### src/rtl/pqs_pkg.sv
// ----------------------------------------------------------------------------
// pqs_pkg
// Shared codes, field widths and controller/datapath interface types for the
// priority queue scheduler.
// ----------------------------------------------------------------------------
package pqs_pkg;

    localparam int VALUE_W   = 32;
    localparam int IN_PRIO_W = 8;
    localparam int OCC_W     = 5;
    localparam int STATUS_W  = 2;

    // operation codes (slave tuser)
    localparam logic OP_ENQ = 1'b0;
    localparam logic OP_DEQ = 1'b1;

    // result status codes (master tuser)
    localparam logic [STATUS_W-1:0] ST_OK    = 2'd0;
    localparam logic [STATUS_W-1:0] ST_FULL  = 2'd1;
    localparam logic [STATUS_W-1:0] ST_EMPTY = 2'd2;

    // controller -> datapath
    typedef struct packed {
        logic enq;         // enqueue beat accepted
        logic deq;         // dequeue beat accepted
        logic rd_issue;    // issue a store read at the read index, advance index
        logic scan;        // returning read data feeds the max search
        logic shift;       // returning read data moves down one slot
        logic shift_start; // latch winner, point read index past it
        logic deq_finish;  // drop one entry from the count
        logic load_out;    // move pending result to the output register
    } t_cmd;

    // datapath -> controller
    typedef struct packed {
        logic empty;
        logic rd_more;     // read index still below the count
        logic rd_pend;     // a read is in flight
        logic out_free;    // output register can take a result this cycle
    } t_sts;

endpackage

### src/rtl/pqs_ram.sv
// ----------------------------------------------------------------------------
// pqs_ram
// Generic single-write, single-read RAM with registered read data.
// ----------------------------------------------------------------------------
module pqs_ram #(
    parameter int WIDTH = 40,
    parameter int DEPTH = 16
) (
    input  logic                     i_clk,
    input  logic                     i_we,
    input  logic [$clog2(DEPTH)-1:0] i_waddr,
    input  logic [WIDTH-1:0]         i_wdata,
    input  logic [$clog2(DEPTH)-1:0] i_raddr,
    output logic [WIDTH-1:0]         o_rdata
);

    logic [WIDTH-1:0] r_mem [DEPTH];
    logic [WIDTH-1:0] r_rdata;

    always_ff @(posedge i_clk) begin
        if (i_we) begin
            r_mem[i_waddr] <= i_wdata;
        end
        r_rdata <= r_mem[i_raddr];
    end

    assign o_rdata = r_rdata;

endmodule

### src/rtl/pqs_ctrl.sv
// ----------------------------------------------------------------------------
// pqs_ctrl
// Sequencer: accept, max scan, gap close, result hand-off.
// ----------------------------------------------------------------------------
module pqs_ctrl
    import pqs_pkg::*;
(
    input  logic i_clk,
    input  logic i_rst_n,
    input  logic i_s_valid,
    input  logic i_op,
    output logic o_s_ready,
    input  t_sts i_sts,
    output t_cmd o_cmd
);

    localparam logic [2:0] S_IDLE  = 3'd0;
    localparam logic [2:0] S_SCAN  = 3'd1;
    localparam logic [2:0] S_SHIFT = 3'd2;
    localparam logic [2:0] S_DONE  = 3'd3;

    logic [2:0] r_state;
    logic [2:0] n_state;

    always_comb begin
        n_state   = r_state;
        o_cmd     = '0;
        o_s_ready = 1'b0;
        case (r_state)
            S_IDLE: begin
                o_s_ready = 1'b1;
                if (i_s_valid) begin
                    o_cmd.enq = (i_op == OP_ENQ);
                    o_cmd.deq = (i_op == OP_DEQ);
                    if (i_op == OP_DEQ && !i_sts.empty) begin
                        n_state = S_SCAN;
                    end else begin
                        n_state = S_DONE;
                    end
                end
            end
            S_SCAN: begin
                o_cmd.scan     = 1'b1;
                o_cmd.rd_issue = i_sts.rd_more;
                if (!i_sts.rd_more && !i_sts.rd_pend) begin
                    o_cmd.shift_start = 1'b1;
                    n_state           = S_SHIFT;
                end
            end
            S_SHIFT: begin
                o_cmd.shift    = 1'b1;
                o_cmd.rd_issue = i_sts.rd_more;
                if (!i_sts.rd_more && !i_sts.rd_pend) begin
                    o_cmd.deq_finish = 1'b1;
                    n_state          = S_DONE;
                end
            end
            S_DONE: begin
                if (i_sts.out_free) begin
                    o_cmd.load_out = 1'b1;
                    n_state        = S_IDLE;
                end
            end
            default: begin
                n_state = S_IDLE;
            end
        endcase
    end

    always_ff @(posedge i_clk) begin
        if (!i_rst_n) begin
            r_state <= S_IDLE;
        end else begin
            r_state <= n_state;
        end
    end

endmodule

### src/rtl/pqs_dp.sv
// ----------------------------------------------------------------------------
// pqs_dp
// Entry store, count, read pipeline, best-entry tracker and result registers.
// ----------------------------------------------------------------------------
module pqs_dp
    import pqs_pkg::*;
#(
    parameter int DEPTH         = 16,
    parameter int PRIORITY_BITS = 8
) (
    input  logic                       i_clk,
    input  logic                       i_rst_n,
    input  t_cmd                       i_cmd,
    output t_sts                       o_sts,
    input  logic signed [VALUE_W-1:0]  i_value,
    input  logic [IN_PRIO_W-1:0]       i_prio,
    input  logic                       i_m_ready,
    output logic                       o_m_valid,
    output logic [STATUS_W-1:0]        o_status,
    output logic signed [VALUE_W-1:0]  o_value,
    output logic [OCC_W-1:0]           o_occ
);

    localparam int IW = $clog2(DEPTH);
    localparam int CW = $clog2(DEPTH + 1);
    localparam int EW = VALUE_W + PRIORITY_BITS;

    logic [CW-1:0]            r_count;
    logic [CW-1:0]            r_rd_idx;
    logic                     r_pend;
    logic [IW-1:0]            r_pend_idx;
    logic [IW-1:0]            r_best_idx;
    logic [PRIORITY_BITS-1:0] r_best_prio;
    logic [VALUE_W-1:0]       r_best_val;
    logic [STATUS_W-1:0]      r_res_status;
    logic [VALUE_W-1:0]       r_res_value;
    logic                     r_out_valid;
    logic [STATUS_W-1:0]      r_out_status;
    logic [VALUE_W-1:0]       r_out_value;
    logic [OCC_W-1:0]         r_out_occ;

    logic                     full;
    logic                     mem_we;
    logic [IW-1:0]            mem_waddr;
    logic [EW-1:0]            mem_wdata;
    logic [EW-1:0]            mem_rdata;
    logic [PRIORITY_BITS-1:0] rd_prio;
    logic [VALUE_W-1:0]       rd_val;
    logic                     take;

    assign full    = (r_count == CW'(DEPTH));
    assign rd_prio = mem_rdata[EW-1:VALUE_W];
    assign rd_val  = mem_rdata[VALUE_W-1:0];
    assign take    = (r_pend_idx == '0) || (rd_prio > r_best_prio);

    // enqueue writes at the young end; gap close writes each entry one slot down
    always_comb begin
        mem_we    = 1'b0;
        mem_waddr = r_count[IW-1:0];
        mem_wdata = {PRIORITY_BITS'(i_prio), i_value};
        if (i_cmd.enq && !full) begin
            mem_we = 1'b1;
        end else if (i_cmd.shift && r_pend) begin
            mem_we    = 1'b1;
            mem_waddr = r_pend_idx - IW'(1);
            mem_wdata = mem_rdata;
        end
    end

    pqs_ram #(
        .WIDTH (EW),
        .DEPTH (DEPTH)
    ) u_ram (
        .i_clk   (i_clk),
        .i_we    (mem_we),
        .i_waddr (mem_waddr),
        .i_wdata (mem_wdata),
        .i_raddr (r_rd_idx[IW-1:0]),
        .o_rdata (mem_rdata)
    );

    always_ff @(posedge i_clk) begin
        if (!i_rst_n) begin
            r_count     <= '0;
            r_pend      <= 1'b0;
            r_out_valid <= 1'b0;
        end else begin
            r_pend <= i_cmd.rd_issue;
            if (i_cmd.enq && !full) begin
                r_count <= r_count + CW'(1);
            end else if (i_cmd.deq_finish) begin
                r_count <= r_count - CW'(1);
            end
            if (i_cmd.load_out) begin
                r_out_valid <= 1'b1;
            end else if (i_m_ready) begin
                r_out_valid <= 1'b0;
            end
        end
    end

    always_ff @(posedge i_clk) begin
        if (i_cmd.enq) begin
            r_res_status <= full ? ST_FULL : ST_OK;
            r_res_value  <= '0;
        end
        if (i_cmd.deq) begin
            r_res_status <= (r_count == '0) ? ST_EMPTY : ST_OK;
            r_res_value  <= '0;
            r_rd_idx     <= '0;
        end else if (i_cmd.shift_start) begin
            r_res_value <= r_best_val;
            r_rd_idx    <= CW'(r_best_idx) + CW'(1);
        end else if (i_cmd.rd_issue) begin
            r_rd_idx <= r_rd_idx + CW'(1);
        end
        if (i_cmd.rd_issue) begin
            r_pend_idx <= r_rd_idx[IW-1:0];
        end
        // strict greater-than from the oldest slot keeps the oldest on a tie
        if (i_cmd.scan && r_pend && take) begin
            r_best_idx  <= r_pend_idx;
            r_best_prio <= rd_prio;
            r_best_val  <= rd_val;
        end
        if (i_cmd.load_out) begin
            r_out_status <= r_res_status;
            r_out_value  <= r_res_value;
            r_out_occ    <= OCC_W'(r_count);
        end
    end

    assign o_sts.empty    = (r_count == '0);
    assign o_sts.rd_more  = (r_rd_idx < r_count);
    assign o_sts.rd_pend  = r_pend;
    assign o_sts.out_free = !r_out_valid || i_m_ready;

    assign o_m_valid = r_out_valid;
    assign o_status  = r_out_status;
    assign o_value   = r_out_value;
    assign o_occ     = r_out_occ;

    a_count_bound: assert property (@(posedge i_clk) disable iff (!i_rst_n)
        r_count <= CW'(DEPTH))
        else $error("entry count above depth");

    a_shift_in_range: assert property (@(posedge i_clk) disable iff (!i_rst_n)
        i_cmd.shift && r_pend |-> (CW'(r_pend_idx) < r_count) && (r_pend_idx != '0))
        else $error("gap close read outside held entries");

    a_full_status: assert property (@(posedge i_clk) disable iff (!i_rst_n)
        i_cmd.load_out && r_res_status == ST_FULL |-> full)
        else $error("full status with free slots");

    a_empty_status: assert property (@(posedge i_clk) disable iff (!i_rst_n)
        i_cmd.load_out && r_res_status == ST_EMPTY |-> r_count == '0)
        else $error("empty status with held entries");

    a_deq_drops_one: assert property (@(posedge i_clk) disable iff (!i_rst_n)
        i_cmd.deq_finish |=> r_count == $past(r_count) - CW'(1))
        else $error("dequeue did not remove exactly one entry");

endmodule

### src/rtl/priority_queue_scheduler_unit.sv
// ----------------------------------------------------------------------------
// priority_queue_scheduler_unit
// Bounded priority queue, oldest entry first among equal priorities.
// ----------------------------------------------------------------------------
// Slave stream: one beat per command. tuser[0] is the operation (0 enqueue,
// 1 dequeue); tdata carries the value and the priority, ignored on dequeue.
// Master stream: one beat per command. tuser is the status (ok, full with
// the enqueue dropped, empty on dequeue); tdata carries the removed value
// (zero unless a dequeue succeeded) and the occupancy after the command.
// Commands are handled one at a time. An enqueue, or a dequeue on an empty
// queue, goes to the output register once that register is free, and the
// next command is taken after that. A dequeue of n held entries reads
// every entry once through the single store read port to find the winner,
// then moves each younger entry down one slot and loads the result.
// Reset empties the queue and the output register; stored entries are not
// cleared. A new command is accepted while a finished result still waits on
// the master side; a further result then holds until that beat is taken.
// ----------------------------------------------------------------------------
module priority_queue_scheduler_unit
    import pqs_pkg::*;
#(
    parameter int DEPTH         = 16,
    parameter int PRIORITY_BITS = 8
) (
    input  logic        i_clk,
    input  logic        i_rst_n,
    input  logic        s_tvalid,
    output logic        s_tready,
    input  logic [39:0] s_tdata,   // [31:0] item_value, [39:32] item_priority
    input  logic [0:0]  s_tuser,   // [0] operation
    output logic        m_tvalid,
    input  logic        m_tready,
    output logic [39:0] m_tdata,   // [31:0] out_value, [36:32] occupancy, rest 0
    output logic [1:0]  m_tuser    // [1:0] status
);

    t_cmd                      cmd;
    t_sts                      sts;
    logic signed [VALUE_W-1:0] out_value;
    logic [OCC_W-1:0]          out_occ;

    pqs_ctrl u_ctrl (
        .i_clk     (i_clk),
        .i_rst_n   (i_rst_n),
        .i_s_valid (s_tvalid),
        .i_op      (s_tuser[0]),
        .o_s_ready (s_tready),
        .i_sts     (sts),
        .o_cmd     (cmd)
    );

    pqs_dp #(
        .DEPTH         (DEPTH),
        .PRIORITY_BITS (PRIORITY_BITS)
    ) u_dp (
        .i_clk     (i_clk),
        .i_rst_n   (i_rst_n),
        .i_cmd     (cmd),
        .o_sts     (sts),
        .i_value   (s_tdata[31:0]),
        .i_prio    (s_tdata[39:32]),
        .i_m_ready (m_tready),
        .o_m_valid (m_tvalid),
        .o_status  (m_tuser),
        .o_value   (out_value),
        .o_occ     (out_occ)
    );

    assign m_tdata = {3'b000, out_occ, out_value};

endmodule
### config.mk
export PLATFORM = sky130hd
export DESIGN_NAME = priority_queue_scheduler_unit
export DESIGN_NICKNAME = d
export VERILOG_FILES = /design/src/rtl/pqs_pkg.sv /design/src/rtl/pqs_ram.sv /design/src/rtl/pqs_ctrl.sv /design/src/rtl/pqs_dp.sv /design/src/rtl/priority_queue_scheduler_unit.sv
export SDC_FILE = /design/constraint.sdc
export NUM_CORES = 1
export LEC_CHECK = 0
export ABC_AREA = 1
export BUFFER_PORTS_ARGS = -buffer_cell sky130_fd_sc_hd__buf_2
export CORE_MARGIN = 1
export CORE_UTILIZATION = 30
export CTS_CLUSTER_SIZE = 12
export DETAILED_ROUTE_END_ITERATION = 7
export SYNTH_ARGS = -nofsm -noshare
export SYNTH_HDL_FRONTEND = slang
export SYNTH_SLANG_ARGS = --single-unit
### constraint.sdc
create_clock -name i_clk -period 4.45 [get_ports i_clk]
set_input_delay 0.89 -clock i_clk [delete_from_list [all_inputs] [get_ports i_clk]]
set_output_delay 0.89 -clock i_clk [all_outputs]
set_load 0.01 [all_outputs]
==> Flow_metrics.wiki <==
{| class="wikitable"
! Metric !! Value
|-
| Buffers inserted during post-CTS setup optimization || 0
|-
| Type of origin of the critical path || flip-flop
|-
| Wirelength, routed || ~78,000 um
|-
| Floorplan Core Area || approximately 0.10 mm2
|-
| Classification of the worst setup path || flip-flop to flip-flop
|-
| Flip-flop and latch count after synthesis || about 820
|-
| Cell taking the most area after synthesis || sky130_fd_sc_hd__edfxtp_1
|-
| Share of the synthesized area in the top cell type || 0.6981
|-
| Met1 Resource Use GR || 0.1991
|-
| Inserted Clock Buffers || 83
|-
| Launch instance of the worst register-to-register path || u_ctrl.r_state[1]
|-
| Final net count || about 2,300
|-
| Crit path max fanout || 22
|-
| Row count || between 100 and 150
|-
| Global-route layer with the greatest usage || met2
|-
| Main flop type after synthesis || sky130_fd_sc_hd__edfxtp_1
|-
| Horizontal extent of the die || between 300 and 400 um
|-
| Most common cell in the netlist || sky130_fd_sc_hd__edfxtp_1
|-
| Total power consumption of the routed design || roughly 22 mW
|-
| Result of the run || finished clean
|-
| Worst setup skew after layout || between 0.015 and 0.02 ns
|-
| DRC violation count after routing || 0
|-
| Instance area at placement || roughly 0.034 mm2
|-
| Hold EP || u_dp.o_status[0]
|-
| Number of I/O port buffers || 85
|-
| Minimum hold slack || around 0.42 ns
|-
| Die outline height || around 330 um
|-
| Met2 usage || 0.2283
|-
| Number of flops mapped to enable cells by yosys || between 700 and 800
|-
| Initial standard-cell utilization of the core || 0.3026
|-
| Share of flip-flops with an asynchronous set or reset after synthesis || 0
|-
| Remaining antenna violation count after routing || 0
|-
| Worst relative slew slack || 0.3078
|-
| Global-route congestion overflow total || 0
|-
| Clock root buffer || sky130_fd_sc_hd__clkbuf_16
|-
| Share of layout cells above drive strength 1 || 0.1260
|-
| Met3 track demand over resource in global routing || 0.03110
|-
| Starting DRC count in detailed routing || about 1,900
|-
| Total count of max-transition violations in the final report || 0
|-
| Maximum number of pins on one net before global-route repair || 141
|-
| Fin area || around 0.036 mm2
|-
| Worst setup slack after placement || between 0.9 and 1 ns
|-
| Synth top area cells || sky130_fd_sc_hd__edfxtp_1 (70%), sky130_fd_sc_hd__dfxtp_1 (5.5%), sky130_fd_sc_hd__mux2i_1 (4.2%)
|-
| Die Area || 0.1058 mm2
|-
| Unrepaired setup endpoints after global routing || false
|-
| Non-filler cells, final || between 3,000 and 4,000
|-
| CTS tree || built
|-
| Peak Freq || ~310 MHz
|-
| Synthesized netlist cell count || approximately 2,200
|-
| Gpl congestion || a little under 0.8
|-
| Sum Neg Setup Slack || 0 ns
|-
| Internal reg-to-reg setup slack || 1.20 ns
|-
| Min-Delay Startpoint || u_dp.r_res_status[0]
|-
| CTS Hold Bufs || 0
|-
| First-pass GRT wire length || between 100,000 and 150,000 um
|-
| Via-to-Cell Ratio || a little under 5
|-
| Endpoint of the most critical register-to-register path || u_dp.u_ram.r_mem[3][6]
|-
| Post-Syn Area || roughly 0.031 mm2
|-
| Clock-pin slew on the worst setup and hold paths || 0.06 ns
|-
| Synthesis warning total || 0
|-
| Peak supply drop || 0.3719 mV
|-
| Arrival time worst endpoint || between 3 and 4 ns
|-
| Cell depth of the worst min-delay path || 0
|-
| HPWL after detailed placement || about 43,000 um
|-
| Num ports || 89
|-
| Tightest Pin Transition || ~1.0 ns
|-
| Portion of the post-synthesis area used by sequential elements || 0.7530
|-
| Initial antenna violation count || 6
|-
| Number of global-route vias before repair || ~17,000
|-
| Data required time at the worst endpoint || roughly 4.8 ns
|-
| DR vias || around 18,000
|-
| Count of unique library cells instantiated by Yosys || 40
|-
| Leading post-synthesis cells by instance count || sky130_fd_sc_hd__edfxtp_1 (729), sky130_fd_sc_hd__nor2_1 (249), sky130_fd_sc_hd__nand2_1 (233), sky130_fd_sc_hd__o21ai_0 (185)
|-
| Total setup violations reported at the end of the flow || 0
|-
| Hold Path Class || flip-flop to flip-flop
|-
| Final Cycle Share || 0.7311
|-
| Number of clock sinks || around 820
|-
| Reported leakage power || 12.05 nW
|-
| Count of endpoints failing hold in the final timing report || 0
|-
| Area growth, synth to finish || 14.96%
|-
| Period minus WS final || roughly 3.3 ns
|-
| Insertion delay to the later sink of the worst-skew pair || between 0.6 and 0.7 ns
|-
| Number of buffers on the longest clock path || 3
|-
| Maximum Capacitance Violations || 0
|-
| Total power per unit cell area || ~600 mW/mm2
|-
| Max H-tree Level || 3
|-
| Final routed wire length divided by cell count || 20.92 um
|-
| Detailed-routing iteration count for the pre-antenna-repair pass || 5
|-
| Cell count after placement || around 3,600
|-
| CTS resizes || 0
|-
| Worst R2R Path Depth || 11
|-
| Core Util, Final || 0.3478
|-
| Post-Synthesis Mean Instance Area || ~14 um2
|-
| Capturing element type of the critical path || flip-flop
|-
| GRT Total Usage || 0.1439
|-
| Final worst-path setup slack || 1.197 ns
|}
worst max path at each step:
stage                 startpoint                endpoint  slack [ns]  cells past startpoint
3_5_place_dp            s_tvalid  u_dp.u_ram.r_mem[2][5]        0.99                     10
5_1_grt        u_ctrl.r_state[1]  u_dp.u_ram.r_mem[2][5]        1.03                     11
6_report       u_ctrl.r_state[1]  u_dp.u_ram.r_mem[3][6]        1.20                     11
4_1_cts        u_ctrl.r_state[1]  u_dp.u_ram.r_mem[2][5]        1.24                     11
3_3_place_gp            s_tvalid  u_dp.u_ram.r_mem[3][6]        1.01                     10
2_1_floorplan           s_tvalid  u_dp.u_ram.r_mem[0][0]        0.53                     10
flip-flops by register name, indices dropped and copies added (netlist names), 4 cells and up:
register,cells
u_dp.r_best_val,32
u_dp.u_ram.r_mem,640
u_dp.r_pend_idx,4
u_dp.u_ram.o_rdata,40
u_dp.r_res_value,32
u_dp.r_best_idx,4
u_dp.r_rd_idx,5
u_dp.o_value,32
u_dp.r_count,5
u_dp.r_best_prio,8
u_dp.o_occ,5
layer usage:
metal	wire (um)	up-vias
li1	-	8458
met1	34830	9272
met2	36310	612
met3	5596	85
met4	1119	6
met5	31	-
cells by family (layout without fill, tap and decap cells):
kind of cell | Yosys count | in the layout | share of synthesized area
buffers and inverters | 191 | 334 | 0.02617
other | 1 | 5 | 0.0001196
XOR/XNOR | 5 | 5 | 0.001397
flip-flops | 815 | 815 | 0.7530
AND/OR/NAND/NOR | 606 | 606 | 0.07956
multiplexers | 132 | 132 | 0.04213
adder cells (fa/ha/maj) | 24 | 24 | 0.009815
AO/OA/AOI/OAI | 423 | 423 | 0.08782
critical path, stage by stage (launching register included):
cell and delay, ns:
sky130_fd_sc_hd__dfxtp_1 0.34, sky130_fd_sc_hd__inv_1 0.12, sky130_fd_sc_hd__ha_1 0.24, sky130_fd_sc_hd__nand2_1 0.17, sky130_fd_sc_hd__nor2_1 0.21, sky130_fd_sc_hd__nand2_4 0.13
sky130_fd_sc_hd__o21ai_0 0.42, sky130_fd_sc_hd__inv_1 0.08, sky130_fd_sc_hd__nor2_1 0.14, sky130_fd_sc_hd__nand2_1 0.27, sky130_fd_sc_hd__nor2_4 0.51, sky130_fd_sc_hd__buf_12 0.28
cells in the final DEF, fill, tap and decap left out, types with 31 or more instances in the layout:
cell                        count
sky130_fd_sc_hd__nand3_1       93
sky130_fd_sc_hd__o221ai_1     132
sky130_fd_sc_hd__a21oi_1       51
sky130_fd_sc_hd__clkbuf_16     84
sky130_fd_sc_hd__mux2i_1      132
sky130_fd_sc_hd__nor2_1       231
sky130_fd_sc_hd__edfxtp_1     729
sky130_fd_sc_hd__nand2_1      233
sky130_fd_sc_hd__buf_4         44
sky130_fd_sc_hd__clkbuf_1      31
sky130_fd_sc_hd__dfxtp_1       82
sky130_fd_sc_hd__o21ai_0      185
sky130_fd_sc_hd__buf_2         85
sky130_fd_sc_hd__inv_1         36
final cells by class:
| class | count | area (um2) |
|---|---|---|
| antenna | 2 | 5.005 |
| clock buffer | 125 | 2356 |
| clock inverter | 22 | 131.4 |
| fill | 9974 | 67590 |
| inverter | 49 | 188.9 |
| multi-input combinational | 1193 | 7082 |
| sequential | 815 | 23630 |
| tap | 1380 | 1727 |
| timing repair buffer | 138 | 935.9 |
power by group:
part	total [mW]	switching (mW)	internal (mW)
registers	9.98	0.648	9.34
clock network	6.46	2.81	3.65
logic	5.49	3.80	1.68
No activity file was read; power rests on OpenSTA's default activity.
